<file path="src/press_classified_lamp_blinker_core_assert.svh">
// assertion macros used by the lamp blinker state module
`ifndef PRESS_CLASSIFIED_LAMP_BLINKER_CORE_ASSERT_SVH
`define PRESS_CLASSIFIED_LAMP_BLINKER_CORE_ASSERT_SVH

// condition must hold at every clock edge out of reset
`define PLB_ASSERT_ALWAYS(label, cond) \
    label: assert property (@(posedge clk) disable iff (!rst_n) (cond)) \
        else $error("plb invariant violated");

// consequence must hold in the cycle after the trigger
`define PLB_ASSERT_NEXT(label, trig, cond) \
    label: assert property (@(posedge clk) disable iff (!rst_n) (trig) |=> (cond)) \
        else $error("plb next-cycle check failed");

`endif

</file>
<file path="src/plb_pkg.sv">
// types, constants and codes of the press classified lamp blinker
`timescale 1ns / 1ps
`default_nettype none

package plb_pkg;

    localparam int REFRESH_TICKS = 1000;
    localparam int FAST_TICKS    = 2000;
    localparam int SLOW_TICKS    = 4000;
    localparam int CHANNELS      = 4;

    localparam int TICK_W   = 12;
    localparam int HOLD_W   = 16;
    localparam int CH_W     = 2;
    localparam int LAMPS    = 4;
    localparam int CNT_W    = 2;
    localparam int PADDR_W  = 3;
    localparam int PDATA_W  = 32;

    typedef enum logic [1:0] {
        MODE_ON    = 2'd0,
        MODE_OFF   = 2'd1,
        MODE_SHORT = 2'd2,
        MODE_LONG  = 2'd3
    } mode_t;

    typedef enum logic {
        ACT_PRESS = 1'b0,
        ACT_TICK  = 1'b1
    } act_t;

    typedef enum logic {
        REG_SHORT_THR = 1'b0,
        REG_LONG_THR  = 1'b1
    } reg_idx_t;

    typedef struct packed {
        logic [HOLD_W-1:0] short_thr;
        logic [HOLD_W-1:0] long_thr;
    } cfg_t;

    typedef struct packed {
        act_t              action;
        logic [CH_W-1:0]   channel;
        logic [HOLD_W-1:0] hold_ms;
    } item_t;

    typedef struct packed {
        logic [LAMPS-1:0] lamps_lit;
        mode_t            right_mode;
        mode_t            left_mode;
        mode_t            front_mode;
        mode_t            back_mode;
    } result_t;

endpackage

`default_nettype wire

</file>
<file path="src/plb_if.sv">
// handshake interfaces for the press/tick items and the lamp results
`timescale 1ns / 1ps
`default_nettype none

interface plb_item_if;
    logic        valid;
    logic        ready;
    logic        action;
    logic [1:0]  channel;
    logic [15:0] hold_ms;

    modport source (output valid, output action, output channel, output hold_ms, input ready);
    modport sink   (input valid, input action, input channel, input hold_ms, output ready);
endinterface

interface plb_result_if;
    logic       valid;
    logic       ready;
    logic [3:0] lamps_lit;
    logic [1:0] right_mode;
    logic [1:0] left_mode;
    logic [1:0] front_mode;
    logic [1:0] back_mode;

    modport source (output valid, output lamps_lit, output right_mode, output left_mode,
                    output front_mode, output back_mode, input ready);
    modport sink   (input valid, input lamps_lit, input right_mode, input left_mode,
                    input front_mode, input back_mode, output ready);
endinterface

`default_nettype wire

</file>
<file path="src/plb_cfg_regs.sv">
// apb threshold registers
`timescale 1ns / 1ps
`default_nettype none

module plb_cfg_regs (
    input  wire logic                         clk,
    input  wire logic                         rst_n,
    input  wire logic                         psel,
    input  wire logic                         penable,
    input  wire logic                         pwrite,
    input  wire logic [plb_pkg::PADDR_W-1:0]  paddr,
    input  wire logic [plb_pkg::PDATA_W-1:0]  pwdata,
    output logic      [plb_pkg::PDATA_W-1:0]  prdata,
    output logic                              pready,
    output plb_pkg::cfg_t                     cfg
);

    logic [plb_pkg::HOLD_W-1:0] short_thr_reg;
    logic [plb_pkg::HOLD_W-1:0] long_thr_reg;
    plb_pkg::reg_idx_t          idx;
    logic                       wr_en;

    assign idx    = plb_pkg::reg_idx_t'(paddr[2]);
    assign wr_en  = psel && penable && pwrite;
    assign pready = 1'b1;

    always_ff @(posedge clk or negedge rst_n)
    begin
        if (!rst_n)
        begin
            short_thr_reg <= plb_pkg::HOLD_W'(150);
            long_thr_reg  <= plb_pkg::HOLD_W'(500);
        end
        else if (wr_en)
        begin
            unique case (idx)
                plb_pkg::REG_SHORT_THR: short_thr_reg <= pwdata[plb_pkg::HOLD_W-1:0];
                plb_pkg::REG_LONG_THR:  long_thr_reg  <= pwdata[plb_pkg::HOLD_W-1:0];
            endcase
        end
    end

    always_comb
    begin
        prdata = '0;
        unique case (idx)
            plb_pkg::REG_SHORT_THR: prdata[plb_pkg::HOLD_W-1:0] = short_thr_reg;
            plb_pkg::REG_LONG_THR:  prdata[plb_pkg::HOLD_W-1:0] = long_thr_reg;
        endcase
    end

    assign cfg.short_thr = short_thr_reg;
    assign cfg.long_thr  = long_thr_reg;

endmodule

`default_nettype wire

</file>
<file path="src/plb_lamp_state.sv">
// per-channel mode, press counters, blink flags, lamp levels and tick counters
`timescale 1ns / 1ps
`default_nettype none

module plb_lamp_state (
    input  wire logic            clk,
    input  wire logic            rst_n,
    input  wire logic            upd_en,
    input  wire plb_pkg::item_t  item,
    input  wire plb_pkg::cfg_t   cfg,
    output plb_pkg::result_t     result_next
);

    plb_pkg::mode_t             mode_reg  [plb_pkg::CHANNELS];
    plb_pkg::mode_t             mode_next [plb_pkg::CHANNELS];
    logic [plb_pkg::CNT_W-1:0]  cnt_reg   [plb_pkg::CHANNELS];
    logic [plb_pkg::CNT_W-1:0]  cnt_next  [plb_pkg::CHANNELS];
    logic [plb_pkg::CHANNELS-1:0] slow_reg, slow_next;
    logic [plb_pkg::CHANNELS-1:0] fast_reg, fast_next;
    logic [plb_pkg::CHANNELS-1:0] lvl_reg, lvl_next;
    logic [plb_pkg::TICK_W-1:0] tick_reg, tick_next;
    logic [plb_pkg::TICK_W-1:0] refresh_reg, refresh_next;
    logic [plb_pkg::TICK_W-1:0] fast_cnt_reg, fast_cnt_next;
    logic [plb_pkg::TICK_W-1:0] tick_inc, refresh_inc, fast_inc;
    logic                       is_tick, is_press, is_hold, is_long;
    logic                       refresh_hit, fast_hit, slow_hit;
    logic                       cnt_any;
    plb_pkg::mode_t             out_mode [plb_pkg::LAMPS];
    logic [plb_pkg::LAMPS-1:0]  out_lit;

    assign is_tick  = (item.action == plb_pkg::ACT_TICK);
    assign is_press = !is_tick && (item.hold_ms < cfg.short_thr);
    assign is_hold  = !is_tick && !is_press;
    assign is_long  = !(item.hold_ms < cfg.long_thr);

    // tick phases kept as running remainders, all restarted when the slow period wraps
    assign tick_inc    = tick_reg + 1'b1;
    assign refresh_inc = refresh_reg + 1'b1;
    assign fast_inc    = fast_cnt_reg + 1'b1;
    assign slow_hit    = (tick_inc == plb_pkg::TICK_W'(plb_pkg::SLOW_TICKS));
    assign refresh_hit = slow_hit || (refresh_inc == plb_pkg::TICK_W'(plb_pkg::REFRESH_TICKS));
    assign fast_hit    = slow_hit || (fast_inc == plb_pkg::TICK_W'(plb_pkg::FAST_TICKS));

    always_comb
    begin
        tick_next     = tick_reg;
        refresh_next  = refresh_reg;
        fast_cnt_next = fast_cnt_reg;
        if (is_tick)
        begin
            tick_next     = slow_hit ? '0 : tick_inc;
            refresh_next  = refresh_hit ? '0 : refresh_inc;
            fast_cnt_next = fast_hit ? '0 : fast_inc;
        end
    end

    always_comb
    begin
        slow_next = slow_reg;
        fast_next = fast_reg;
        lvl_next  = lvl_reg;
        for (int i = 0; i < plb_pkg::CHANNELS; i++)
        begin
            mode_next[i] = mode_reg[i];
            cnt_next[i]  = cnt_reg[i];
            if (is_press && ({2'b00, item.channel} == 4'(i)))
            begin
                if (cnt_reg[i] == '0)
                begin
                    mode_next[i] = plb_pkg::MODE_ON;
                    // first press after a hold skips the ignored press
                    cnt_next[i]  = (mode_reg[i] == plb_pkg::MODE_SHORT ||
                                    mode_reg[i] == plb_pkg::MODE_LONG) ? 2'd2 : 2'd1;
                end
                else if (cnt_reg[i] == 2'd1)
                begin
                    cnt_next[i] = 2'd2;
                end
                else
                begin
                    mode_next[i] = plb_pkg::MODE_OFF;
                    cnt_next[i]  = '0;
                end
            end
            if (is_hold)
            begin
                cnt_next[i] = '0;
                if ({2'b00, item.channel} == 4'(i))
                    mode_next[i] = is_long ? plb_pkg::MODE_LONG : plb_pkg::MODE_SHORT;
            end
            if (is_tick)
            begin
                if (refresh_hit)
                begin
                    slow_next[i] = (mode_reg[i] == plb_pkg::MODE_SHORT);
                    fast_next[i] = (mode_reg[i] == plb_pkg::MODE_LONG);
                    if (mode_reg[i] == plb_pkg::MODE_ON)
                        lvl_next[i] = 1'b1;
                    else if (mode_reg[i] == plb_pkg::MODE_OFF)
                        lvl_next[i] = 1'b0;
                end
                if (fast_hit && fast_next[i])
                    lvl_next[i] = !lvl_next[i];
                if (slow_hit && slow_next[i])
                    lvl_next[i] = !lvl_next[i];
            end
        end
    end

    always_ff @(posedge clk or negedge rst_n)
    begin
        if (!rst_n)
        begin
            for (int i = 0; i < plb_pkg::CHANNELS; i++)
            begin
                mode_reg[i] <= plb_pkg::MODE_OFF;
                cnt_reg[i]  <= '0;
            end
            slow_reg     <= '0;
            fast_reg     <= '0;
            lvl_reg      <= '0;
            tick_reg     <= '0;
            refresh_reg  <= '0;
            fast_cnt_reg <= '0;
        end
        else if (upd_en)
        begin
            for (int i = 0; i < plb_pkg::CHANNELS; i++)
            begin
                mode_reg[i] <= mode_next[i];
                cnt_reg[i]  <= cnt_next[i];
            end
            slow_reg     <= slow_next;
            fast_reg     <= fast_next;
            lvl_reg      <= lvl_next;
            tick_reg     <= tick_next;
            refresh_reg  <= refresh_next;
            fast_cnt_reg <= fast_cnt_next;
        end
    end

    // absent channels read as off and unlit
    for (genvar j = 0; j < plb_pkg::LAMPS; j++)
    begin : g_out
        if (j < plb_pkg::CHANNELS)
        begin : g_present
            assign out_mode[j] = mode_next[j];
            assign out_lit[j]  = lvl_next[j];
        end
        else
        begin : g_absent
            assign out_mode[j] = plb_pkg::MODE_OFF;
            assign out_lit[j]  = 1'b0;
        end
    end

    assign result_next.lamps_lit  = out_lit;
    assign result_next.right_mode = out_mode[0];
    assign result_next.left_mode  = out_mode[1];
    assign result_next.front_mode = out_mode[2];
    assign result_next.back_mode  = out_mode[3];

    always_comb
    begin
        cnt_any = 1'b0;
        for (int i = 0; i < plb_pkg::CHANNELS; i++)
            cnt_any = cnt_any | (|cnt_reg[i]);
    end

`include "press_classified_lamp_blinker_core_assert.svh"

    `PLB_ASSERT_ALWAYS(a_blink_exclusive, (slow_reg & fast_reg) == '0)
    `PLB_ASSERT_ALWAYS(a_tick_in_range, tick_reg < plb_pkg::TICK_W'(plb_pkg::SLOW_TICKS))
    `PLB_ASSERT_ALWAYS(a_phase_aligned, tick_reg != '0 || (refresh_reg == '0 && fast_cnt_reg == '0))
    `PLB_ASSERT_NEXT(a_hold_clears_counts, upd_en && is_hold, !cnt_any)

endmodule

`default_nettype wire

</file>
<file path="src/press_classified_lamp_blinker_core.sv">
// top level of the press classified lamp blinker
// usage:
//   item_in carries one transaction per key press (action 0, channel, hold_ms) or
//   timer tick (action 1); result_out returns exactly one transaction per input
//   transaction, in order: the lamp bits and the four channel modes after the update.
//   the apb port holds the short and long hold thresholds, at byte addresses 0 and 4;
//   write them only while no transaction is in flight.
// pipeline and throughput:
//   an accepted transaction lands in the input stage and is applied to the channel
//   state when it advances, which also loads the result register and raises
//   result_out.valid. one transaction per cycle is sustained while result_out is
//   ready; the single state update per cycle between the input stage and the result
//   register sets that figure.
// reset:
//   all channels off with counters, flags, lamps and the tick phase cleared;
//   thresholds return to 150 and 500 ms.
// stall:
//   while result_out is held, the result register keeps its transaction and the input
//   stage can still take one more; item_in.ready then drops until result_out drains.
`timescale 1ns / 1ps
`default_nettype none

module press_classified_lamp_blinker_core (
    input  wire logic                         clk,
    input  wire logic                         rst_n,
    input  wire logic                         psel,
    input  wire logic                         penable,
    input  wire logic                         pwrite,
    input  wire logic [plb_pkg::PADDR_W-1:0]  paddr,
    input  wire logic [plb_pkg::PDATA_W-1:0]  pwdata,
    output logic      [plb_pkg::PDATA_W-1:0]  prdata,
    output logic                              pready,
    plb_item_if.sink                          item_in,
    plb_result_if.source                      result_out
);

    plb_pkg::cfg_t    cfg;
    plb_pkg::item_t   stg_item_reg;
    logic             stg_valid_reg;
    plb_pkg::result_t res_next;
    plb_pkg::result_t res_reg;
    logic             out_valid_reg;
    logic             advance;

    plb_cfg_regs u_cfg (
        .clk     (clk),
        .rst_n   (rst_n),
        .psel    (psel),
        .penable (penable),
        .pwrite  (pwrite),
        .paddr   (paddr),
        .pwdata  (pwdata),
        .prdata  (prdata),
        .pready  (pready),
        .cfg     (cfg)
    );

    // the staged transaction moves on whenever the result register is free or draining
    assign advance       = stg_valid_reg && (!out_valid_reg || result_out.ready);
    assign item_in.ready = !stg_valid_reg || advance;

    always_ff @(posedge clk or negedge rst_n)
    begin
        if (!rst_n)
        begin
            stg_valid_reg <= 1'b0;
            out_valid_reg <= 1'b0;
        end
        else
        begin
            if (item_in.ready)
                stg_valid_reg <= item_in.valid;
            if (advance)
                out_valid_reg <= 1'b1;
            else if (result_out.ready)
                out_valid_reg <= 1'b0;
        end
    end

    always_ff @(posedge clk)
    begin
        if (item_in.ready && item_in.valid)
        begin
            stg_item_reg.action  <= plb_pkg::act_t'(item_in.action);
            stg_item_reg.channel <= item_in.channel;
            stg_item_reg.hold_ms <= item_in.hold_ms;
        end
        if (advance)
            res_reg <= res_next;
    end

    plb_lamp_state u_state (
        .clk         (clk),
        .rst_n       (rst_n),
        .upd_en      (advance),
        .item        (stg_item_reg),
        .cfg         (cfg),
        .result_next (res_next)
    );

    assign result_out.valid      = out_valid_reg;
    assign result_out.lamps_lit  = res_reg.lamps_lit;
    assign result_out.right_mode = res_reg.right_mode;
    assign result_out.left_mode  = res_reg.left_mode;
    assign result_out.front_mode = res_reg.front_mode;
    assign result_out.back_mode  = res_reg.back_mode;

endmodule

`default_nettype wire
</file>
<file path="src/flat_wrapper.sv">
// flat-port wrapper written by rule: the top's interface ports become plain ports
module press_classified_lamp_blinker_core_flat 
  (clk, rst_n, psel, penable, pwrite, paddr, pwdata, prdata, pready, item_in_valid, item_in_action, item_in_channel, item_in_hold_ms, item_in_ready, result_out_valid, result_out_lamps_lit, result_out_right_mode, result_out_left_mode, result_out_front_mode, result_out_back_mode, result_out_ready);
  plb_item_if item_in_i ();
  plb_result_if result_out_i ();
  input  wire logic clk;
  input  wire logic rst_n;
  input  wire logic psel;
  input  wire logic penable;
  input  wire logic pwrite;
  input  wire logic [plb_pkg::PADDR_W-1:0] paddr;
  input  wire logic [plb_pkg::PDATA_W-1:0] pwdata;
  output logic      [plb_pkg::PDATA_W-1:0] prdata;
  output logic pready;
  input wire logic [$bits(item_in_i.valid)-1:0] item_in_valid;
  input wire logic [$bits(item_in_i.action)-1:0] item_in_action;
  input wire logic [$bits(item_in_i.channel)-1:0] item_in_channel;
  input wire logic [$bits(item_in_i.hold_ms)-1:0] item_in_hold_ms;
  output wire logic [$bits(item_in_i.ready)-1:0] item_in_ready;
  output wire logic [$bits(result_out_i.valid)-1:0] result_out_valid;
  output wire logic [$bits(result_out_i.lamps_lit)-1:0] result_out_lamps_lit;
  output wire logic [$bits(result_out_i.right_mode)-1:0] result_out_right_mode;
  output wire logic [$bits(result_out_i.left_mode)-1:0] result_out_left_mode;
  output wire logic [$bits(result_out_i.front_mode)-1:0] result_out_front_mode;
  output wire logic [$bits(result_out_i.back_mode)-1:0] result_out_back_mode;
  input wire logic [$bits(result_out_i.ready)-1:0] result_out_ready;
  assign item_in_i.valid = item_in_valid;
  assign item_in_i.action = item_in_action;
  assign item_in_i.channel = item_in_channel;
  assign item_in_i.hold_ms = item_in_hold_ms;
  assign item_in_ready = item_in_i.ready;
  assign result_out_valid = result_out_i.valid;
  assign result_out_lamps_lit = result_out_i.lamps_lit;
  assign result_out_right_mode = result_out_i.right_mode;
  assign result_out_left_mode = result_out_i.left_mode;
  assign result_out_front_mode = result_out_i.front_mode;
  assign result_out_back_mode = result_out_i.back_mode;
  assign result_out_i.ready = result_out_ready;
  press_classified_lamp_blinker_core u_core (.clk(clk), .rst_n(rst_n), .psel(psel), .penable(penable), .pwrite(pwrite), .paddr(paddr), .pwdata(pwdata), .prdata(prdata), .pready(pready), .item_in(item_in_i), .result_out(result_out_i));
endmodule
</file>
<file path="config.mk">
export PLATFORM = sky130hd
export DESIGN_NAME = press_classified_lamp_blinker_core_flat
export DESIGN_NICKNAME = d
export VERILOG_FILES = /design/src/plb_pkg.sv /design/src/plb_if.sv /design/src/plb_cfg_regs.sv /design/src/plb_lamp_state.sv /design/src/press_classified_lamp_blinker_core.sv /design/src/flat_wrapper.sv
export VERILOG_INCLUDE_DIRS = /design/src /design/src/src
export SDC_FILE = /design/constraint.sdc
export NUM_CORES = 1
export LEC_CHECK = 0
export BUFFER_PORTS_ARGS = -buffer_cell sky130_fd_sc_hd__buf_2
export CAP_MARGIN = 15
export CORE_ASPECT_RATIO = 2
export CORE_MARGIN = 4
export CORE_UTILIZATION = 46
export CTS_CLUSTER_DIAMETER = 80
export DETAILED_ROUTE_END_ITERATION = 10
export PLACE_DENSITY = 0.69
export SETUP_SLACK_MARGIN = 0.3
export SYNTH_ARGS = -nofsm -noshare
export SYNTH_HDL_FRONTEND = slang
export SYNTH_SLANG_ARGS = --single-unit
</file>
<file path="constraint.sdc">
create_clock -name clk -period 3 [get_ports clk]
set_input_delay 0.6 -clock clk [delete_from_list [all_inputs] [get_ports clk]]
set_output_delay 0.6 -clock clk [all_outputs]
set_load 0.05 [all_outputs]
</file>
======== Word-level counts from Yosys, hierarchy flattened ========
Cells that the tools add are included.
word-level totals
  word-level logic and storage cells ...... 208
  output and inout port bits .............. 47
  register bits ........................... 129
  input bits .............................. 61
cells by class
  bitwise logic cells ..................... 1
  equal/unequal tests ..................... 22
  reduce and logical (&&, ||, !) cells .... 59
  magnitude comparators ................... 2
  $add $sub $neg .......................... 3
  multiplexer cells ....................... 95
operator list
  operator               number
  $mux 2                 40
  $mux 1                 51
  $add 12x1->12 const B  3
  $mux 12                3
  $lt 16x16->1           2
  $pmux 16 s2            1
  $eq 2x2->1 const B     10
  $eq 2x1->1 const B     9
  $logic_and 1x1->1      18
  $logic_not 2->1        9
  $reduce_and 2->1       7
  $eq 12x10->1 const B   1
  $eq 12x11->1 const B   1
  $eq 12x12->1 const B   1
  $logic_not 1->1        12
  $reduce_bool 2->1      5
  $logic_or 1x1->1       8
  $not 1->1              1

======== Longest topological paths before layout ========
Gate-level depths: netlist of run 1.
  depth in word-level cells ............... 11
  gate-level depth with buffers ........... 12
  gate-level depth less buffers ........... 11

======== By module ========
A second synthesis of run 1 with hierarchy kept.
second synthesis, totals
  cells, all modules ...................... 728
  area total of the unflattened synthesis .. 7,364.6 µm²
modules (own cells, without submodules)
  module                              area an instance (µm²)  cells an instance  sequential area each (µm²)  times used
  plb_lamp_state                      4,719.5                 584                1,506.4                     1
  plb_cfg_regs                        1,610.3                 105                813.3                       1
  press_classified_lamp_blinker_core  1,034.7                 39                 980.9                       1

======== Least setup slack after synthesis of run 1 ========
OpenSTA, ideal clock, no wires.
  path kind ............................... input to output
  start ................................... input paddr[2] (netlist bit)
  end ..................................... output prdata[1] (netlist bit)
  data required time ...................... 2.400 ns
  buffers on the path ..................... 2
  cell stages on the path ................. 3
  arrival time ............................ 2.037 ns
  slack ................................... 0.363 ns
  path through ............................ clkbuf_1 clkbuf_1 o21ai_0
on the way
  word-level cells in the longest chain between the ends .. 2
ends and longest elaborated chain
  item             RTL line            text
  from (decl)      flat_wrapper.sv:11  input wire logic [plb_pkg::PADDR_W-1:0] paddr;
  $not 1->1        --
  $pmux 16 s2 (*)  plb_cfg_regs.sv:46  unique case (idx)
  to (decl)        flat_wrapper.sv:13  output logic [plb_pkg::PDATA_W-1:0] prdata;
Every way passes the cells marked *; elsewhere a longest branch is shown, timed or not.

==> impl_metrics.json, run 1 <==
{
  "p_leak_nw": 3.59,
  "r2r_setup_slack_ns": 0.36,
  "max_slew_margin": 0.543,
  "antenna_found_initial": 0,
  "drive_gt1_frac": 0.263,
  "cp_max_fo": 8,
  "wl_per_cell_microns": 17.2,
  "overflow": 0,
  "drt_iter0_drc": 321,
  "cts.sinks": 125,
  "ys_seq_elements": 125,
  "htreeDepth": 4,
  "slew_violations": 0,
  "vias": 5724,
  "rr_startpoint": "u_core.u_state.refresh_reg[1]",
  "cts_made_buffers": 17,
  "cts_tree": "done",
  "nFillCells": 1275,
  "grt_pass1_vias": 5909,
  "antenna_cells": 0,
  "dieArea_sq_um": 17500,
  "syn_inst": 713,
  "cap_violations": 0,
  "worst_pin_slew_ns": 0.685,
  "outcome": "completed",
  "cts-root-buf": "clkbuf_16",
  "clkTransAtPathRegs_ns": 0.06,
  "yosysTopAreaCellShare": 0.285,
  "hold_path.class": "in -> async",
  "period_needed_ns": 2.64,
  "power.total_w": 0.00603,
  "rsz0062_at_grt": "yes",
  "setup_viol": 0,
  "clock_latency_ns": 0.41,
  "yosysSeqAreaShare": 0.469,
  "r2r-end": "u_core.result_out.lamps_lit[2]",
  "async_flop_share": 0.752,
  "die_x_microns": 95.4,
  "vias_per_cell": 5.72,
  "ys.flop_type": "dfrtp_1",
  "crit_type": "reg -> reg",
  "synthTopCellsByCount": "89 x nand2_1, 80 x dfrtp_1, 72 x o21ai_0, 39 x inv_1, 36 x mux2_2",
  "cp.required_ns": 3.12,
  "hold_viol": 0,
  "yosysWarnings": 0,
  "endpoint_kind": "register",
  "largest_reg_flops": 19,
  "grt_pass1_wl_microns": 28100,
  "core-area_sq_um": 14900,
  "endpoint": "u_core.result_out.lamps_lit[2]",
  "timing.fmax_mhz": 379,
  "whs_ns": 0.219,
  "start_kind": "register",
  "synth_edf_count": 31,
  "synth_most_common_cell": "nand2_1",
  "die_height_microns": 183,
  "synthDominantAreaCellType": "dfrtp_1",
  "gp_congestion": 0.829,
  "drc": 0,
  "power_density_nw_per_um2": 722,
  "area_growth_pct": 18.8,
  "critical_path_arrival_ns": 2.76,
  "vdd_drop_max_uv": 370,
  "setup_slack_ns": 0.362,
  "syn-cell-area_sq_um": 7030,
  "hpwl_microns": 12200,
  "synthTopCellsByArea": "dfrtp_1 28%, edfxtp_1 13%, ha_1 6.2%",
  "ant_nets": 0,
  "fin_worst_skew_ns": 0.0122,
  "io_pins": 108,
  "worst_r2r_path_depth": 10,
  "dr.pass1.iters": 4,
  "tns_ns": 0,
  "min_period_over_period": 0.879,
  "io_buffer_count": 72,
  "start_util": 0.472,
  "grt_max_degree": 51,
  "place_ws_ns": 0.233,
  "crit_start": "u_core.u_state.refresh_reg[1]",
  "grt.total_usage": 0.205,
  "syn_avg_cell_area_sq_um": 9.86,
  "rows": 63,
  "cts.path.max_buffers": 2,
  "ys_types": 65,
  "postRouteWirelength_microns": 17200,
  "fin_nets": 888
}
worst min-delay path by stage:
stage | from | to | slack [ns] | cells after the start
3_5_place_dp | u_core.u_state.fast_reg[1] | u_core.u_state.fast_reg[1] | 0.47 | 2
5_1_grt | rst_n | u_core.u_cfg.short_thr_reg[6] | 0.26 | 1
2_1_floorplan | rst_n | u_core.result_out.valid | 0.30 | 0
6_report | rst_n | u_core.u_cfg.short_thr_reg[6] | 0.22 | 1
4_1_cts | rst_n | u_core.u_cfg.short_thr_reg[6] | 0.23 | 1
3_3_place_gp | u_core.u_state.fast_reg[1] | u_core.u_state.fast_reg[1] | 0.47 | 2
layout make-up:
class / instances / area [sq um] / share of cell area
clock buffer: 21 / 440 / 0.0527
clock inverter: 11 / 144 / 0.0172
inverter: 40 / 150 / 0.0180
multi-input combinational: 515 / 3510 / 0.420
sequential: 125 / 3310 / 0.397
tap: 195 / 244 / 0.0292
timing repair buffer: 93 / 553 / 0.0662
cell usage in the layout, fill, tap and decap left out, drive strengths merged, types with 7 or more instances in the layout:
cell type  synthesis  layout
inv               39      39
clkbuf            20      21
nand2             90      90
nand2b            19      19
dfstp             14      14
clkinv             1       7
dfrtp             80      80
a21oi             25      25
nand3             26      26
buf               28      93
nand4             14      14
nor2b             15      15
ha                35      35
a31oi              7       7
mux2              36      36
o41ai              8       8
o21ai             84      84
and3               9       9
edfxtp            31      31
o31ai             19      19
conb               2      17
nor2              31      31
cells by family (layout without fill, tap and decap cells):
kind of cell,after synthesis,count (layout),synth area share
simple gates,233,233,0.173
compound gates,181,181,0.162
flops,125,125,0.469
buf+inv,88,165,0.0584
mux,39,39,0.0619
fa+ha+maj,35,35,0.0623
xor+xnor,10,10,0.0125
other cells,2,17,0.00107
stage by stage:
step | util | area, sq um | std cells
detailed placement | 0.507 | 7550 | 961
finish | 0.561 | 8350 | 1000
global placement | 0.507 | 7550 | 961
floorplan | - | 7090 | 728
global route | 0.561 | 8350 | 1000
CTS | 0.549 | 8170 | 996
per-layer routing:
| layer | global-route usage | vias to the layer above | share of wire |
|---|---|---|---|
| met4 | 0.0992 | 0 | 0.040 |
| li1 | - | 2694 | - |
| met5 | 0 | - | 0 |
| met3 | 0.0411 | 51 | 0.044 |
| met1 | 0.204 | 2794 | 0.37 |
| met2 | 0.391 | 185 | 0.54 |
report_power, final:
group	internal, W	total (W)	leakage, nW	switching, W
Clock	0.00130	0.00203	0.276	0.000729
Combinational	0.000574	0.00155	1.84	0.000972
Sequential	0.00211	0.00246	1.47	0.000351
Total	0.00398	0.00603	3.59	0.00205
worst max-delay path, cell delays in order (launching register included):
cell,delay (ns)
dfrtp_1,0.37
ha_2,0.20
a21boi_4,0.20
a31oi_1,0.11
o31ai_1,0.29
o2111a_2,0.28
and3_4,0.25
nor2_8,0.08
a32oi_1,0.28
xor2_2,0.19
a21oi_1,0.09
repair_timing:
action	4_1_cts	5_1_grt
gates cloned	0	0
resized for setup	3	36
pin swaps	1	9
buffers inserted	3	4
endpoints found under the hold margin	0	0
setup endpoints to repair	17	32
hold buffers	0	0
No activity file was read; power rests on OpenSTA's default activity.
==> run 2, diff against run 1 <==
--- a/config.mk
+++ b/config.mk
@@ -13,8 +13,9 @@
 export CORE_UTILIZATION = 46
 export CTS_CLUSTER_DIAMETER = 80
 export DETAILED_ROUTE_END_ITERATION = 10
-export PLACE_DENSITY = 0.69
+export PLACE_DENSITY = 0.68
 export SETUP_SLACK_MARGIN = 0.3
 export SYNTH_ARGS = -nofsm -noshare
 export SYNTH_HDL_FRONTEND = slang
+export SYNTH_HIERARCHICAL = 1
 export SYNTH_SLANG_ARGS = --single-unit
==> run 2 against run 1 <==
Core utilization fell by 0.41 points. Routed wire length rose by 10%. Maximum frequency fell by 7.0%. Die area rose by 4.4%. Clock power barely moved. Cell area rose by 5.1%. Highest routed layer unchanged. Largest power group unchanged. Sequential share of layout area fell by 2.0 points. Sequential power barely moved. First-iteration DRC count rose by 12%. Setup slack got worse by 0.20 ns. Hold slack got worse by 0.14 ns. Total power rose by 3.6%.
==> impl_metrics.json, run 2 <==
{
  "outcome": "completed",
  "hold_path.class": "in -> async",
  "antenna_found_initial": 0,
  "slew_violations": 0,
  "fin_worst_skew_ns": 0.00931,
  "grt_pass1_wl_microns": 31000,
  "ant_nets": 0,
  "critical_path.slowest_cell": "o41a_1",
  "cp_max_fo": 6,
  "power_density_nw_per_um2": 712,
  "dr.max_layer_used": "met4",
  "start_util": 0.467,
  "path_buf_inv": 0,
  "p_int_w": 0.00405,
  "rows": 65,
  "synthTopCellsByArea": "dfrtp_1 27%, edfxtp_1 13%, mux2_2 6.4%",
  "switching_share": 0.352,
  "synthDominantAreaCellType": "dfrtp_1",
  "io_pins": 108,
  "vias": 6092,
  "clock_power_share": 0.325,
  "wl_per_cell_microns": 18.3,
  "endpoint_kind": "register",
  "timing.fmax_mhz": 353,
  "critical_path_arrival_ns": 3.10,
  "worst_pin_slew_ns": 0.605,
  "cts_tree": "done",
  "min_period_over_period": 0.945,
  "clkTransAtPathRegs_ns": 0.06,
  "core-area_sq_um": 15800,
  "grt.total_usage": 0.210,
  "tns_ns": 0,
  "power.total_w": 0.00625,
  "rsz0062_at_grt": "yes",
  "largest_reg_flops": 19,
  "met2WireLength_microns": 10700,
  "vias_per_cell": 5.89,
  "max_stage_delay_ns": 0.46,
  "worst-path-stages": 9,
  "layout_commonest_cell": "dfrtp_1",
  "p_leak_nw": 3.87,
  "cts_hold_buf": 0,
  "p_comb_frac": 0.283,
  "worst_path_dominant_cell_family": "compound AO/OA/AOI/OAI gates",
  "ys_types": 63,
  "die_x_microns": 97.5,
  "grt_pass1_vias": 6470,
  "cap_violations": 0,
  "fin_util": 0.556,
  "cts.sinks": 125,
  "htreeDepth": 4,
  "p_seq_frac": 0.392,
  "hpwl_microns": 13300,
  "syn-cell-area_sq_um": 7360,
  "dieArea_sq_um": 18200,
  "yosysTopAreaCellShare": 0.272,
  "die_height_microns": 187,
  "crit_top_cell": "and4_4",
  "max_slew_margin": 0.597,
  "syn_avg_cell_area_sq_um": 10.1,
  "power_switching_w": 0.00220,
  "gp_congestion": 0.885,
  "ys_seq_elements": 125,
  "worst_r2r_path_depth": 9,
  "cts-root-buf": "clkbuf_16",
  "hold_viol": 0,
  "cts_made_buffers": 17,
  "drt-met1-wl_microns": 6760,
  "ys.flop_type": "dfrtp_1",
  "area_growth_pct": 19.2,
  "overflow": 0,
  "period_needed_ns": 2.84,
  "vdd_drop_max_uv": 280,
  "drc": 0,
  "yosysSeqAreaShare": 0.448,
  "layout_common_cells": "78 x dfrtp_1, 73 x o21ai_0, 71 x buf_2",
  "drt_iter0_drc": 361,
  "drive_gt1_frac": 0.306,
  "cp_cell_sequence": "and4_4, and4_4, and4b_1, o41a_1, or2_4, mux2_4, a221o_1, a22o_1, a21oi_1",
  "io_buffer_count": 72,
  "place_area_sq_um": 8000,
  "synth_most_common_cell": "dfrtp_1",
  "antenna_cells": 0,
  "crit_type": "reg -> reg",
  "setup_viol": 0,
  "clock_latency_ns": 0.42,
  "start_kind": "register",
  "postRouteWirelength_microns": 18900,
  "grt_max_degree": 74,
  "dr.pass1.iters": 5,
  "fin_nets": 916,
  "wl_met3_microns": 830,
  "final_area_sq_um": 8780,
  "async_flop_share": 0.752,
  "yosysWarnings": 6,
  "syn_inst": 728,
  "cp.required_ns": 3.27,
  "synthTopCellsByCount": "80 x dfrtp_1, 76 x o21ai_0, 65 x nand2_1, 42 x mux2_2, 38 x inv_1",
  "synth_edf_count": 31,
  "cts.path.max_buffers": 2
}
run 2: changes by cell type after synthesis, moves of 5 or more:
cell / before / now
a21o_1: 6 / 15
a21oi_1: 25 / 30
a221o_1: 1 / 6
a32o_1: 0 / 6
and2_1: 5 / 12
clkbuf_1: 20 / 30
mux2_2: 36 / 42
mux2_4: 0 / 12
nand2_1: 89 / 65
nand3_1: 25 / 17
o21ai_1: 12 / 0
run 2: what timing repair did:
item,CTS,global route
cloned,0,1
pin swaps,9,6
buffers inserted,6,1
setup endpoints to repair,21,43
gates resized for setup,18,20
run 2: power by group through the flow:
| stage | registers (W) | clock network [W] | logic, W |
|---|---|---|---|
| after floorplan | 0.00243 | 0 | 0.00121 |
| after global placement | 0.00243 | 0 | 0.00163 |
| after detailed placement | 0.00246 | 0 | 0.00169 |
| after CTS | 0.00244 | 0.00208 | 0.00175 |
| after global routing | 0.00250 | 0.00216 | 0.00193 |
| final | 0.00245 | 0.00203 | 0.00177 |
run 2: logic make-up after synthesis:
logic type / count (synthesis) / share of synthesized area
AO/OA/AOI/OAI: 193 / 0.168
XOR/XNOR: 6 / 0.00714
adder cells (fa/ha/maj): 35 / 0.0595
buffers and inverters: 95 / 0.0622
flip-flops: 125 / 0.448
multiplexers: 56 / 0.0916
other: 2 / 0.00102
AND/OR/NAND/NOR: 216 / 0.162
run 2: stage by stage:
step                cells  hold slack (ns)  setup slack, ns
finish               1034           0.0793            0.164
detailed placement    994            0.477           0.0194
global route         1034           0.0810           0.0940
floorplan             743            0.304           0.0627
CTS                  1032           0.0630            0.181
global placement      994            0.466           0.0812
run 2: final cells by class:
cell class,instances,area [sq um]
clock inverter,13,144
inverter,38,143
timing repair buffer,114,694
clock buffer,19,443
tap,201,251
sequential,125,3300
multi-input combinational,524,3800
fill,1370,7000
run 2: per-layer routing:
layer / vias up / global-route usage
met5: - / 0
met4: 0 / 0.109
met3: 64 / 0.0396
met2: 235 / 0.399
met1: 2998 / 0.211
li1: 2795 / -
run 2: path summary, 6_finish.rpt:
kind	to	slack, ns	from
worst max-delay path	u_core/result_out.lamps_lit[3]	0.16	u_core/u_state/tick_reg[6]
worst min-delay path	u_core/u_state/mode_reg[5]	0.08	rst_n
worst max register to register	u_core/result_out.lamps_lit[3]	0.16	u_core/u_state/tick_reg[6]
worst min register to register	u_core/u_state/fast_reg[2]	0.49	u_core/u_state/fast_reg[2]
max in group asynchronous	u_core/u_state/mode_reg[6]	2.21	rst_n
min in group clk	u_core/stg_item_reg[2]	0.36	item_in_hold_ms[2]
==> run 3, diff against run 2 <==
--- a/config.mk
+++ b/config.mk
@@ -10,10 +10,10 @@
 export CAP_MARGIN = 15
 export CORE_ASPECT_RATIO = 2
 export CORE_MARGIN = 4
-export CORE_UTILIZATION = 46
+export CORE_UTILIZATION = 37
 export CTS_CLUSTER_DIAMETER = 80
 export DETAILED_ROUTE_END_ITERATION = 10
-export PLACE_DENSITY = 0.68
+export PLACE_DENSITY = 0.58
 export SETUP_SLACK_MARGIN = 0.3
 export SYNTH_ARGS = -nofsm -noshare
 export SYNTH_HDL_FRONTEND = slang
==> run 3 against run 2 <==
Combinational power up 2%. Routed wire length shrank 4.5%. Hold slack gained 0.083 ns. First-iteration DRC count fell by 42%. Die area increased by 23%. Critical path depth increased by 2. Core utilization shrank 9.4 points. Non-clock buffer count increased by 16. Cell area increased by 2.4%. Clock power about the same. Via count fell by 4.1%. Clock skew is 0.0011 ns lower. Critical path type unchanged.
==> impl_metrics.json, run 3 (synthesized netlist as in run 2, its figures left out) <==
{
  "outcome": "completed",
  "switching_share": 0.350,
  "endpoint_kind": "register",
  "antenna_found_initial": 0,
  "place_ws_ns": -0.0194,
  "drt_iter0_drc": 211,
  "grt_pass1_wl_microns": 29500,
  "htreeDepth": 4,
  "layout_commonest_cell": "dfrtp_1",
  "cts_tree": "done",
  "layout_common_cells": "79 x dfrtp_1, 73 x o21ai_0, 72 x buf_2",
  "critical_path_arrival_ns": 3.10,
  "cts.sinks": 125,
  "cts_hold_buf": 0,
  "ant_nets": 0,
  "power_switching_w": 0.00218,
  "overflow": 0,
  "r2r_setup_slack_ns": 0.17,
  "r2r-end": "u_core/result_out.lamps_lit[0]",
  "start_kind": "register",
  "clkTransAtPathRegs_ns": 0.06,
  "tns_ns": 0,
  "grt_max_degree": 40,
  "cp_max_fo": 5,
  "dieArea_sq_um": 22400,
  "met2WireLength_microns": 10000,
  "min_period_over_period": 0.944,
  "vias": 5841,
  "rows": 72,
  "largest_reg_flops": 19,
  "p_seq_frac": 0.385,
  "dr.max_layer_used": "met4",
  "power_density_nw_per_um2": 692,
  "start_util": 0.378,
  "slew_violations": 0,
  "antenna_cells": 0,
  "postRouteWirelength_microns": 18000,
  "die_height_microns": 208,
  "rsz0062_at_grt": "yes",
  "fin_worst_skew_ns": 0.00820,
  "worst_r2r_path_depth": 11,
  "cts_made_buffers": 17,
  "drive_gt1_frac": 0.322,
  "hpwl_microns": 12900,
  "period_needed_ns": 2.83,
  "place_area_sq_um": 8160,
  "io_pins": 108,
  "core-area_sq_um": 19500,
  "setup_slack_ns": 0.167,
  "gp_congestion": 0.859,
  "cts-root-buf": "clkbuf_16",
  "timing.fmax_mhz": 353,
  "rr_startpoint": "u_core/u_state/refresh_reg[1]",
  "max_slew_margin": 0.614,
  "drt-met1-wl_microns": 6890,
  "setup_viol": 0,
  "vias_per_cell": 5.28,
  "cap_violations": 0,
  "grt.total_usage": 0.165,
  "wl_per_cell_microns": 16.3,
  "area_growth_pct": 22.1,
  "drc": 0,
  "cp.required_ns": 3.26,
  "hold_path.class": "in -> async",
  "io_buffer_count": 72,
  "p_leak_nw": 3.97,
  "worst_pin_slew_ns": 0.579,
  "die_x_microns": 108,
  "grt_pass1_vias": 6041,
  "final_area_sq_um": 8990,
  "vdd_drop_max_uv": 318,
  "p_int_w": 0.00405,
  "crit_type": "reg -> reg",
  "hold_viol": 0,
  "dr.pass1.iters": 4,
  "fin_nets": 931,
  "wl_met3_microns": 569,
  "clock_latency_ns": 0.41,
  "clock_power_share": 0.324,
  "p_comb_frac": 0.291,
  "cts.path.max_buffers": 2
}
## run 3: per-stage QoR
stage	hold slack, ns	power (W)	std cells	utilization
floorplan	0.304	0.00364	743	-
global placement	0.477	0.00416	1064	0.419
detailed placement	0.474	0.00417	1064	0.419
CTS	0.175	0.00627	1105	0.458
global route	0.192	0.00659	1107	0.462
finish	0.163	0.00623	1107	0.462
## run 3: final cells by class
type / count / area [sq um]
Clock buffer: 19 / 453
Clock inverter: 13 / 130
Fill cell: 1879 / 10500
Inverter: 38 / 143
Multi-Input combinational cell: 523 / 3820
Sequential cell: 125 / 3300
Tap cell: 259 / 324
Timing Repair Buffer: 130 / 820
## run 3: per-layer routing
layer  vias to the layer above  GRT usage
met5                         -          0
met1                      2841      0.175
met2                       132      0.306
met4                         0     0.0872
met3                        42     0.0243
li1                       2826          -
## run 3: timing repair
action | 4_1_cts | 5_1_grt
buffers inserted | 9 | 2
setup endpoints to repair | 9 | 39
hold endpoints to repair | 0 | 0
resized for setup | 28 | 18
pin swaps | 19 | 9
## run 3: worst max path at each step
| stage | end | slack [ns] | cells past startpoint | from |
|---|---|---|---|---|
| final | u_core/result_out.lamps_lit[0] | 0.17 | 11 | u_core/u_state/refresh_reg[1] |
| after global routing | u_core/result_out.lamps_lit[3] | 0.03 | 11 | u_core/u_state/refresh_reg[1] |
| after global placement | u_core/result_out.lamps_lit[3] | -0.02 | 11 | u_core/u_state/refresh_reg[0] |
| after floorplan | u_core/result_out.lamps_lit[1] | 0.06 | 13 | u_core/u_state/refresh_reg[0] |
| after detailed placement | u_core/result_out.lamps_lit[0] | -0.02 | 10 | u_core/u_state/refresh_reg[0] |
| after CTS | u_core/result_out.lamps_lit[0] | 0.13 | 9 | u_core/u_state/refresh_reg[1] |
## run 3: power by group through the flow
stage	Clock, W	Combinational [W]	Sequential, W
after floorplan	0	0.00121	0.00243
after global placement	0	0.00174	0.00242
after detailed placement	0	0.00176	0.00242
after CTS	0.00207	0.00181	0.00240
after global routing	0.00214	0.00200	0.00245
final	0.00202	0.00181	0.00240
## run 3: worst max-delay path: stages (launching register included)
cell	delay, ns
dfrtp_1	0.40
ha_4	0.17
and4_4	0.21
buf_6	0.11
nand4_1	0.15
xnor2_2	0.20
nor4_4	0.29
or2_4	0.21
mux2_4	0.30
a221o_1	0.29
a22o_1	0.21
a21oi_2	0.14
